## src/rtl/mmh_pkg.sv

```systemverilog
// Shared types and constants for the min-max heap.
package mmh_pkg;

   localparam int DEF_CAPACITY      = 64;
   localparam int DEF_KEY_WIDTH     = 32;
   localparam int DEF_PAYLOAD_WIDTH = 32;

   typedef enum logic [1:0] {
      STATUS_DONE  = 2'd0,
      STATUS_FULL  = 2'd1,
      STATUS_EMPTY = 2'd2
   } status_type;

   localparam logic CMD_INSERT = 1'b0;
   localparam logic CMD_DELETE = 1'b1;

   // Source of the memory write data.
   typedef enum logic [1:0] {
      WSEL_A,   // the moving entry
      WSEL_B,   // the best candidate
      WSEL_RD   // the entry just read
   } wsel_type;

endpackage

```

## src/rtl/mmh_datapath.sv

```systemverilog
// Heap storage, working registers and key comparators.
module mmh_datapath #(
   parameter int CAPACITY      = mmh_pkg::DEF_CAPACITY,
   parameter int KEY_WIDTH     = mmh_pkg::DEF_KEY_WIDTH,
   parameter int PAYLOAD_WIDTH = mmh_pkg::DEF_PAYLOAD_WIDTH,
   parameter int AW            = $clog2(CAPACITY)
) (
   input  logic                     clock,
   input  logic                     we,
   input  logic [AW-1:0]            waddr,
   input  mmh_pkg::wsel_type        wsel,
   input  logic [AW-1:0]            raddr,
   input  logic                     cap_a,
   input  logic                     cap_b,
   input  logic                     load_in,
   input  logic [KEY_WIDTH-1:0]     in_key,
   input  logic [PAYLOAD_WIDTH-1:0] in_pay,
   output logic                     rd_lt_a,
   output logic                     a_lt_rd,
   output logic                     rd_lt_b,
   output logic                     b_lt_a,
   output logic [KEY_WIDTH-1:0]     rd_key,
   output logic [PAYLOAD_WIDTH-1:0] rd_pay
);
   import mmh_pkg::*;

   localparam int EW = KEY_WIDTH + PAYLOAD_WIDTH;

   logic [EW-1:0] mem [CAPACITY];
   logic [EW-1:0] rd_ff, a_ff, b_ff;
   logic [EW-1:0] wdata;
   logic signed [KEY_WIDTH-1:0] key_rd, key_a, key_b;

   always_comb begin
      case (wsel)
         WSEL_B:  wdata = b_ff;
         WSEL_RD: wdata = rd_ff;
         default: wdata = a_ff;
      endcase
   end

   always_ff @(posedge clock) begin
      if (we) mem[waddr] <= wdata;
      rd_ff <= mem[raddr];
   end

   always_ff @(posedge clock) begin
      if (load_in) a_ff <= {in_key, in_pay};
      else if (cap_a) a_ff <= rd_ff;
      if (cap_b) b_ff <= rd_ff;
   end

   assign key_rd  = rd_ff[EW-1:PAYLOAD_WIDTH];
   assign key_a   = a_ff[EW-1:PAYLOAD_WIDTH];
   assign key_b   = b_ff[EW-1:PAYLOAD_WIDTH];
   assign rd_lt_a = key_rd < key_a;
   assign a_lt_rd = key_a < key_rd;
   assign rd_lt_b = key_rd < key_b;
   assign b_lt_a  = key_b < key_a;
   assign rd_key  = key_rd;
   assign rd_pay  = rd_ff[PAYLOAD_WIDTH-1:0];
endmodule

```

## src/rtl/mmh_ctrl.sv

```systemverilog
// Controller that sequences insert and delete-min over the datapath.
module mmh_ctrl #(
   parameter int CAPACITY = mmh_pkg::DEF_CAPACITY,
   parameter int AW       = $clog2(CAPACITY),
   parameter int CW       = $clog2(CAPACITY + 1)
) (
   input  logic                clock,
   input  logic                reset,
   input  logic                req_valid,
   output logic                req_ready,
   input  logic                req_cmd,
   output logic                rsp_valid,
   input  logic                rsp_ready,
   output logic [CW-1:0]       count,
   output mmh_pkg::status_type status,
   output logic                root_load,
   output logic                we,
   output logic [AW-1:0]       waddr,
   output mmh_pkg::wsel_type   wsel,
   output logic [AW-1:0]       raddr,
   output logic                cap_a,
   output logic                cap_b,
   output logic                load_in,
   input  logic                rd_lt_a,
   input  logic                a_lt_rd,
   input  logic                rd_lt_b,
   input  logic                b_lt_a
);
   import mmh_pkg::*;

   // Index width: wide enough for the grandchildren of any held entry.
   localparam int IW = CW + 3;

   // Register a holds the moving entry, b the best candidate of a scan.
   typedef enum logic [3:0] {
      S_IDLE, S_INS_WR, S_INS_PAR, S_UP_START, S_UP_CMP,
      S_DEL_RD, S_DEL_CAP, S_DN_START, S_DN_FIRST, S_DN_CAND, S_DN_DECIDE,
      S_DN_FIN, S_DN_PAR, S_ROOT_RD, S_ROOT_CAP, S_RSP
   } state_type;

   state_type     state_ff, state_in;
   logic [CW-1:0] cnt_ff, cnt_in;
   status_type    st_ff, st_in;
   logic [IW-1:0] i_ff, i_in;       // position of the moving entry
   logic [IW-1:0] m_ff, m_in;       // position of the best candidate
   logic [IW-1:0] c_ff, c_in;       // candidate being read
   logic          maxmode_ff, maxmode_in;
   logic          rv_ff, rv_in;

   logic [IW-1:0] first, gfirst, glast, parent, gparent, nxt;
   logic          nxt_ok;

   function automatic logic min_level(input logic [IW-1:0] idx);
      logic [IW:0] n;
      logic        odd;
      n = {1'b0, idx} + (IW+1)'(1);
      odd = 1'b0;
      for (int k = 0; k <= IW; k++) begin
         if (n[k]) odd = k[0];
      end
      return !odd;
   endfunction

   assign req_ready = (state_ff == S_IDLE);
   assign rsp_valid = rv_ff;
   assign count     = cnt_ff;
   assign status    = st_ff;

   assign first   = {i_ff[IW-2:0], 1'b1};
   assign gfirst  = {first[IW-2:0], 1'b1};
   assign glast   = gfirst + IW'(3);
   assign parent  = (i_ff - IW'(1)) >> 1;
   assign gparent = (parent - IW'(1)) >> 1;
   // The scan visits the second child, then the four grandchildren.
   assign nxt     = (c_ff == first + IW'(1)) ? gfirst : c_ff + IW'(1);
   assign nxt_ok  = (nxt < IW'(cnt_ff)) && (nxt <= glast);

   always_comb begin
      state_in   = state_ff;
      cnt_in     = cnt_ff;
      st_in      = st_ff;
      i_in       = i_ff;
      m_in       = m_ff;
      c_in       = c_ff;
      maxmode_in = maxmode_ff;
      rv_in      = rv_ff;
      we         = 1'b0;
      waddr      = AW'(i_ff);
      wsel       = WSEL_A;
      raddr      = AW'(i_ff);
      cap_a      = 1'b0;
      cap_b      = 1'b0;
      load_in    = 1'b0;
      root_load  = 1'b0;
      case (state_ff)
         S_IDLE: begin
            if (req_valid) begin
               st_in = STATUS_DONE;
               if (req_cmd == CMD_INSERT) begin
                  if (cnt_ff >= CW'(CAPACITY)) begin
                     st_in = STATUS_FULL;
                     state_in = S_ROOT_RD;
                  end else begin
                     load_in = 1'b1;
                     i_in = IW'(cnt_ff);
                     state_in = S_INS_WR;
                  end
               end else if (cnt_ff == '0) begin
                  st_in = STATUS_EMPTY;
                  state_in = S_ROOT_RD;
               end else begin
                  cnt_in = cnt_ff - CW'(1);
                  state_in = (cnt_ff == CW'(1)) ? S_ROOT_RD : S_DEL_RD;
               end
            end
         end
         S_INS_WR: begin
            we = 1'b1;
            cnt_in = cnt_ff + CW'(1);
            if (i_ff == '0) begin
               state_in = S_ROOT_RD;
            end else begin
               raddr = AW'(parent);
               state_in = S_INS_PAR;
            end
         end
         S_INS_PAR: begin
            // A swap with the parent sends the entry up the other level kind.
            if (min_level(i_ff) ? rd_lt_a : a_lt_rd) begin
               we = 1'b1;
               wsel = WSEL_RD;
               i_in = parent;
               maxmode_in = min_level(i_ff);
            end else begin
               maxmode_in = !min_level(i_ff);
            end
            state_in = S_UP_START;
         end
         S_UP_START: begin
            if (i_ff < IW'(3)) begin
               we = 1'b1;
               state_in = S_ROOT_RD;
            end else begin
               raddr = AW'(gparent);
               state_in = S_UP_CMP;
            end
         end
         S_UP_CMP: begin
            we = 1'b1;
            if (maxmode_ff ? rd_lt_a : a_lt_rd) begin
               wsel = WSEL_RD;
               i_in = gparent;
               state_in = S_UP_START;
            end else begin
               state_in = S_ROOT_RD;
            end
         end
         S_DEL_RD: begin
            raddr = AW'(cnt_ff);
            state_in = S_DEL_CAP;
         end
         S_DEL_CAP: begin
            cap_a = 1'b1;
            i_in = '0;
            state_in = S_DN_START;
         end
         S_DN_START: begin
            if (first >= IW'(cnt_ff)) begin
               we = 1'b1;
               state_in = S_ROOT_RD;
            end else begin
               raddr = AW'(first);
               c_in = first;
               state_in = S_DN_FIRST;
            end
         end
         S_DN_FIRST: begin
            cap_b = 1'b1;
            m_in = c_ff;
            if (nxt_ok) begin
               raddr = AW'(nxt);
               c_in = nxt;
               state_in = S_DN_CAND;
            end else begin
               state_in = S_DN_DECIDE;
            end
         end
         S_DN_CAND: begin
            // A candidate replaces the best only when strictly smaller.
            if (rd_lt_b) begin
               cap_b = 1'b1;
               m_in = c_ff;
            end
            if (nxt_ok) begin
               raddr = AW'(nxt);
               c_in = nxt;
            end else begin
               state_in = S_DN_DECIDE;
            end
         end
         S_DN_DECIDE: begin
            we = 1'b1;
            if (!b_lt_a) begin
               state_in = S_ROOT_RD;
            end else begin
               wsel = WSEL_B;
               if (m_ff <= first + IW'(1)) begin
                  state_in = S_DN_FIN;
               end else begin
                  i_in = m_ff;
                  raddr = AW'((m_ff - IW'(1)) >> 1);
                  state_in = S_DN_PAR;
               end
            end
         end
         S_DN_FIN: begin
            we = 1'b1;
            waddr = AW'(m_ff);
            state_in = S_ROOT_RD;
         end
         S_DN_PAR: begin
            // The moving entry swaps with a smaller max-level parent.
            if (rd_lt_a) begin
               we = 1'b1;
               waddr = AW'(parent);
               cap_a = 1'b1;
            end
            state_in = S_DN_START;
         end
         S_ROOT_RD: begin
            raddr = '0;
            state_in = S_ROOT_CAP;
         end
         S_ROOT_CAP: begin
            root_load = 1'b1;
            rv_in = 1'b1;
            state_in = S_RSP;
         end
         S_RSP: begin
            if (rsp_ready) begin
               rv_in = 1'b0;
               state_in = S_IDLE;
            end
         end
         default: state_in = S_IDLE;
      endcase
   end

   always_ff @(posedge clock) begin
      if (reset) begin
         state_ff   <= S_IDLE;
         cnt_ff     <= '0;
         st_ff      <= STATUS_DONE;
         rv_ff      <= 1'b0;
         i_ff       <= '0;
         m_ff       <= '0;
         c_ff       <= '0;
         maxmode_ff <= 1'b0;
      end else begin
         state_ff   <= state_in;
         cnt_ff     <= cnt_in;
         st_ff      <= st_in;
         rv_ff      <= rv_in;
         i_ff       <= i_in;
         m_ff       <= m_in;
         c_ff       <= c_in;
         maxmode_ff <= maxmode_in;
      end
   end
endmodule

```

## src/rtl/min_max_heap.sv

```systemverilog
// Top level of the min-max heap: controller, datapath and result register.
// The block holds up to CAPACITY key and payload pairs in one memory with a
// single read and a single write port and takes one command beat at a time:
// an insert bubbles the new entry up over alternate min and max levels, a
// delete-min moves the last entry to the root and trickles it down over
// children and grandchildren. An insert writes the new entry, checks its parent
// and then each grandparent in turn; a delete-min reads the last entry and, per
// level pair, reads the children and grandchildren and may check the parent; both
// end by reading the root before the result beat is offered.
// A new command beat is taken in the cycle after the result beat leaves.
// Each command gives exactly one result beat with the root entry, the count
// and a status; a full insert or an empty delete is reported and not carried
// out, and an empty heap reports a zero root.
module min_max_heap #(
   parameter int CAPACITY      = mmh_pkg::DEF_CAPACITY,
   parameter int KEY_WIDTH     = mmh_pkg::DEF_KEY_WIDTH,
   parameter int PAYLOAD_WIDTH = mmh_pkg::DEF_PAYLOAD_WIDTH
) (
   input  logic        clock,
   input  logic        reset,
   input  logic        req_valid,
   output logic        req_ready,
   input  logic        req_cmd,
   input  logic [31:0] req_key,
   input  logic [31:0] req_payload,
   output logic        rsp_valid,
   input  logic        rsp_ready,
   output logic [31:0] rsp_min_key,
   output logic [31:0] rsp_min_payload,
   output logic [6:0]  rsp_count,
   output logic [1:0]  rsp_status
);
   import mmh_pkg::*;

   localparam int AW = (CAPACITY > 1) ? $clog2(CAPACITY) : 1;
   localparam int CW = $clog2(CAPACITY + 1);

   logic          we, cap_a, cap_b, load_in, root_load;
   logic          rd_lt_a, a_lt_rd, rd_lt_b, b_lt_a;
   wsel_type      wsel;
   logic [AW-1:0] waddr, raddr;
   logic [CW-1:0] count;
   status_type    status;
   logic [KEY_WIDTH-1:0]     rd_key;
   logic [PAYLOAD_WIDTH-1:0] rd_pay;
   logic [31:0] key_ff, pay_ff;

   mmh_ctrl #(.CAPACITY(CAPACITY), .AW(AW), .CW(CW)) u_ctrl (
      .clock, .reset, .req_valid, .req_ready, .req_cmd, .rsp_valid, .rsp_ready,
      .count, .status, .root_load, .we, .waddr, .wsel, .raddr, .cap_a, .cap_b,
      .load_in, .rd_lt_a, .a_lt_rd, .rd_lt_b, .b_lt_a);

   mmh_datapath #(.CAPACITY(CAPACITY), .KEY_WIDTH(KEY_WIDTH),
                  .PAYLOAD_WIDTH(PAYLOAD_WIDTH), .AW(AW)) u_dp (
      .clock, .we, .waddr, .wsel, .raddr, .cap_a, .cap_b, .load_in,
      .in_key(KEY_WIDTH'(req_key)), .in_pay(PAYLOAD_WIDTH'(req_payload)),
      .rd_lt_a, .a_lt_rd, .rd_lt_b, .b_lt_a, .rd_key, .rd_pay);

   // The root is captured straight from the read register after the final read.
   always_ff @(posedge clock) begin
      if (root_load) begin
         key_ff <= 32'(signed'(rd_key));
         pay_ff <= 32'(rd_pay);
      end
   end

   assign rsp_min_key     = (count == '0) ? '0 : key_ff;
   assign rsp_min_payload = (count == '0) ? '0 : pay_ff;
   assign rsp_count       = 7'(count);
   assign rsp_status      = status;

`ifndef SYNTHESIS
   a_cnt_cap: assert property (@(posedge clock) disable iff (reset)
      count <= CW'(CAPACITY)) else $error("count above capacity");
   a_st_ok: assert property (@(posedge clock) disable iff (reset)
      rsp_valid |-> (rsp_status <= STATUS_EMPTY)) else $error("bad status");
   a_busy: assert property (@(posedge clock) disable iff (reset)
      rsp_valid |-> !req_ready) else $error("accepted while result pending");
`endif
endmodule
```

## config.mk

```make
export PLATFORM = sky130hd
export DESIGN_NAME = min_max_heap
export DESIGN_NICKNAME = d
export VERILOG_FILES = /design/src/rtl/mmh_pkg.sv /design/src/rtl/mmh_datapath.sv /design/src/rtl/mmh_ctrl.sv /design/src/rtl/min_max_heap.sv
export SDC_FILE = /design/constraint.sdc
export NUM_CORES = 2
export LEC_CHECK = 0
export BUFFER_PORTS_ARGS = -buffer_cell sky130_fd_sc_hd__buf_4
export CAP_MARGIN = 5
export CORE_ASPECT_RATIO = 1.25
export CORE_MARGIN = 1
export CORE_UTILIZATION = 55
export DETAILED_ROUTE_END_ITERATION = 10
export PLACE_DENSITY = 0.69
export SYNTH_ARGS = -nofsm -noshare
export SYNTH_HDL_FRONTEND = slang
export SYNTH_HIERARCHICAL = 1
export SYNTH_SLANG_ARGS = --single-unit
```

## constraint.sdc

```tcl
create_clock -name clock -period 10.2 [get_ports clock]
set_input_delay 1.53 -clock clock [delete_from_list [all_inputs] [get_ports clock]]
set_output_delay 1.53 -clock clock [all_outputs]
set_load 0.03 [all_outputs]
```

==> implementation parameters <==
Parameter                              Value

Clock tree
  CTS tree    done
  Quantity of hold-fixing buffers added after cts    0
  Number of levels in the clock H-tree    5
  CTS max path bufs    4
  Total setup buffers inserted after CTS    0
  Clock slew at reported path FFs    0.07 ns
  Clock latency of the later-clocked register in the worst-skew pair    roughly 0.99 ns
  Number of CTS-inserted buffers    just over 400
  Cells resized by post-CTS repair    0
  CTS root buf    sky130_fd_sc_hd__clkbuf_16
  Number of sinks driven by the clock tree    approximately 4,400

Final layout
  Post-layout net count    about 8,500
  Final cell utilization of the core    0.626
  Most used cells in the layout excluding fill and tap cells    sky130_fd_sc_hd__edfxtp_1, sky130_fd_sc_hd__mux4_2, sky130_fd_sc_hd__clkbuf_16, sky130_fd_sc_hd__buf_4, sky130_fd_sc_hd__nand2_1
  Total area of sequential cells    roughly 130,000 sq um
  Area occupied by multi-input gates    40,000 sq um
  P&R area growth vs syn    13.1%
  Most frequent standard cell in the layout excluding fill and tap cells    sky130_fd_sc_hd__edfxtp_1
  Number of filler instances in the final layout    20,600
  Fraction of final layout cells with drive strength greater than 1    0.288

Pwr
  Power density normalized to cell area    395 nW/um^2
  Pleak    60.7 nW
  Peak VDD IR    481 uV
  Power, Total    0.0770 W

Setup path
  Series of cell instances along the critical path    inv_1 > ha_1 > xnor2_1 > nand3_1 > nor3_1 > nand3_1 > nor2_1 > nor2_1 > a21oi_1 > ha_1 > a21o_1 > a21oi_1 > o21ai_0 > o2bb2ai_1 > nor4_2 > nor2_2 > nor4_2 > buf_4 > a221o_2 > nor2b_4 > buf_4 > a21oi_1 > o22ai_1 > nor2_1
  Reg2reg end    u_dp/rd_ff[46]$_DFF_P_
  Maximum fanout count along the critical path    20
  Cell count of the worst reg-to-reg path    24
  Count of cell instances traversed by the critical path    24
  Type of the worst setup path    reg2reg
  R2R Path Start    u_ctrl/i_ff[0]$_SDFFE_PP0P_
  Arrival time of data at the critical path endpoint    about 9.6 ns
  Reg-to-reg setup timing slack    1.40 ns
  Longest individual stage delay on the worst path    1.21 ns
  Setup crit end kind    register
  Critical Path Start    u_ctrl/i_ff[0]$_SDFFE_PP0P_
  Kind of cell adding the most delay to the critical path    simple AND/OR/NAND/NOR gates
  Critical-path top delay cell    sky130_fd_sc_hd__nor2b_4
  Startpoint type of the worst setup path    register
  Buffering stage count on the worst path with inverters included    3
  CP required    about 11 ns
  Critical Path Sink    u_dp/rd_ff[46]$_DFF_P_

Drt
  Number of design rule violations left after detail routing    0
  Detailed Routing Iterations Pass 1    8
  Violation count after the first detailed-route iteration    ~13,000
  Average via count per standard cell    6.86
  Routed length per placed instance    37.6 microns
  Number of nets still failing antenna checks after routing    0
  Vias    87,500
  Routed wire length    480,000 microns

Placed design
  Estimated wirelength of the detail-placed design    258,000 microns
  Weighted congestion reported at the end of routability-driven placement    0.896
  DP Worst Slack    1.63 ns
  IO buf count    143

Synth
  Synth area leaders    sky130_fd_sc_hd__edfxtp_1, sky130_fd_sc_hd__mux4_2, sky130_fd_sc_hd__dfxtp_1
  Post-Synthesis Cells    7,815
  FFs w/ async S/R, synth    0
  Largest area contributor in the synthesized netlist    sky130_fd_sc_hd__edfxtp_1
  Most common flop cell mapped by yosys    sky130_fd_sc_hd__edfxtp_1
  FF+latch count, synth    4,397
  Proportion of synthesized chip area in sequential cells    0.761
  Net Count, Synth    8,019
  Number of warnings printed during yosys synthesis    6
  Share of the synthesized area in the top cell type    0.748
  Mapped Area    about 170,000 sq um
  Area fraction in compound gates after synthesis    0.0310
  Share of the synthesized netlist area taken by xor and xnor gates    0.00291
  Main combinational cell family by area after synthesis    multiplexers
  Avg Synthesized Cell Area    22.0 sq um
  Post-Synth Adder-Cell Area    0.00981
  Share of cell area taken by muxes after synthesis    0.165
  Number of synthesized flops with an enable pin    around 4,300
  Simple-gate area share of the yosys netlist    0.0156
  Yosys cell types    97

Floorplan
  Top-Level Pins    144
  Core region area    311,000 sq um
  Die Span Y    627 microns
  Initial standard-cell utilization of the core    0.553
  Total die area    approximately 320,000 sq um
  Standard-cell row count    ~230
  Width of the chip    502 microns

Global routing
  Global-route wire length before repair    668,000 microns
  Via count of the first global-routing pass    86,900
  Largest net degree at the start of global routing    between 90 and 100
  Congestion Overflow GR    0
  Antenna violations before repair    13
  Total GRT Usage    0.307

STA
  Number of endpoints failing setup at the final stage    0
  Maximum clock frequency    114 MHz
  Final-layout setup total negative slack    0 ns
  Final Critical Period    between 8 and 9 ns
  Slew at the pin closest to its max-slew limit    1.41 ns
  Setup repair after global routing missed its margin    false
  Worst hold slack after final layout    0.461 ns
  Largest clock skew in the final design    0.0503 ns
  Number of max-slew violations in the final report    0
  Post-route clock period utilization    0.863
  Max-Slew Margin vs Limit    0.0487
  Final setup slack of the worst path    1.40 ns
  Hold Fails Final Rpt    0

Min path
  Cell count of the worst hold path    2
  Class of the tightest hold or removal check    reg2reg

Run
  Max-cap violations    0

Outcome
  Status    completed
## state kept, by name, summed over array words and instances, names as in the netlist
signal             count
u_ctrl/count           7
u_dp/a_ff             64
u_ctrl/m_ff           10
u_ctrl/state_ff        4
u_dp/mem            4096
u_ctrl/rsp_valid       1
key_ff                32
pay_ff                32
u_ctrl/c_ff           10
u_ctrl/status          2
u_dp/b_ff             64
u_ctrl/maxmode_ff      1
u_ctrl/i_ff           10
u_dp/rd_ff            64
## metal layers
metal	GRT usage	up-vias	part of all wire
met3	0.0576	1007	0.10
met4	0.108	2	0.038
li1	-	34100	-
met1	0.407	47000	0.36
met2	0.510	5452	0.50
met5	0	-	0.000027
## cells in the mapped netlist (27+ instances only)
| cell type | number |
|---|---|
| sky130_fd_sc_hd__nor2_1 | 197 |
| sky130_fd_sc_hd__a22oi_1 | 41 |
| sky130_fd_sc_hd__nand3_1 | 36 |
| sky130_fd_sc_hd__ha_1 | 135 |
| sky130_fd_sc_hd__o221ai_1 | 58 |
| sky130_fd_sc_hd__a21oi_1 | 167 |
| sky130_fd_sc_hd__buf_4 | 29 |
| sky130_fd_sc_hd__nor3_1 | 29 |
| sky130_fd_sc_hd__nand2_1 | 149 |
| sky130_fd_sc_hd__inv_1 | 127 |
| sky130_fd_sc_hd__mux2_2 | 48 |
| sky130_fd_sc_hd__a21boi_0 | 57 |
| sky130_fd_sc_hd__mux2i_1 | 72 |
| sky130_fd_sc_hd__xnor2_1 | 27 |
| sky130_fd_sc_hd__a221oi_1 | 44 |
| sky130_fd_sc_hd__buf_2 | 183 |
| sky130_fd_sc_hd__clkbuf_1 | 196 |
| sky130_fd_sc_hd__dfxtp_1 | 109 |
| sky130_fd_sc_hd__edfxtp_1 | 4288 |
| sky130_fd_sc_hd__nor2b_1 | 31 |
| sky130_fd_sc_hd__mux4_2 | 1176 |
| sky130_fd_sc_hd__o22ai_1 | 135 |
| sky130_fd_sc_hd__o21ai_0 | 116 |
## cell type report
type / instances / area share
inverters: 128 / 0.00248
repair buffers: 463 / 0.0239
multi-input cells: 2850 / 0.205
clock inverters: 230 / 0.0117
diodes: 2 / 0.0000257
well taps: 4158 / 0.0267
clock buffers: 527 / 0.0572
flip-flops and latches: 4397 / 0.673
## per-stage QoR
step / std cells / instance area (sq um)
floorplan: 7815 / 172000
global placement: 12000 / 181000
detailed placement: 12000 / 181000
CTS: 12700 / 194000
global route: 12800 / 195000
finish: 12800 / 195000
## worst min path at each step
stage	from	end
final	u_ctrl/status[1]$_SDFFE_PP0P_	u_ctrl/status[1]$_SDFFE_PP0P_
after global routing	u_ctrl/status[1]$_SDFFE_PP0P_	u_ctrl/status[1]$_SDFFE_PP0P_
after CTS	u_ctrl/status[1]$_SDFFE_PP0P_	u_ctrl/status[1]$_SDFFE_PP0P_
after detailed placement	u_ctrl/status[1]$_SDFFE_PP0P_	u_ctrl/status[1]$_SDFFE_PP0P_
after global placement	u_ctrl/status[1]$_SDFFE_PP0P_	u_ctrl/status[1]$_SDFFE_PP0P_
after floorplan	u_dp/rd_ff[0]$_DFF_P_	pay_ff[0]$_DFFE_PP_
## logic make-up after synthesis
group,after synthesis
muxes,1322
DFF,4397
and+or+nand+nor,555
xor gates and xnor gates,50
buffers and inverters,568
adders and majority gates,135
AOI/OAI and AO/OA,788
## where the power goes
part / internal, W / total (W) / switching, W
clock: 0.00879 / 0.0154 / 0.00661
sequential: 0.0247 / 0.0254 / 0.000710
combinational: 0.0157 / 0.0362 / 0.0204
total: 0.0492 / 0.0770 / 0.0277
## tightest hold or removal path, cell delays in order (launching register included)
cell and delay (ns):
sky130_fd_sc_hd__dfxtp_1 0.31, sky130_fd_sc_hd__nand2_1 0.05, sky130_fd_sc_hd__a21oi_1 0.05
(Power assumes the default switching activity.)
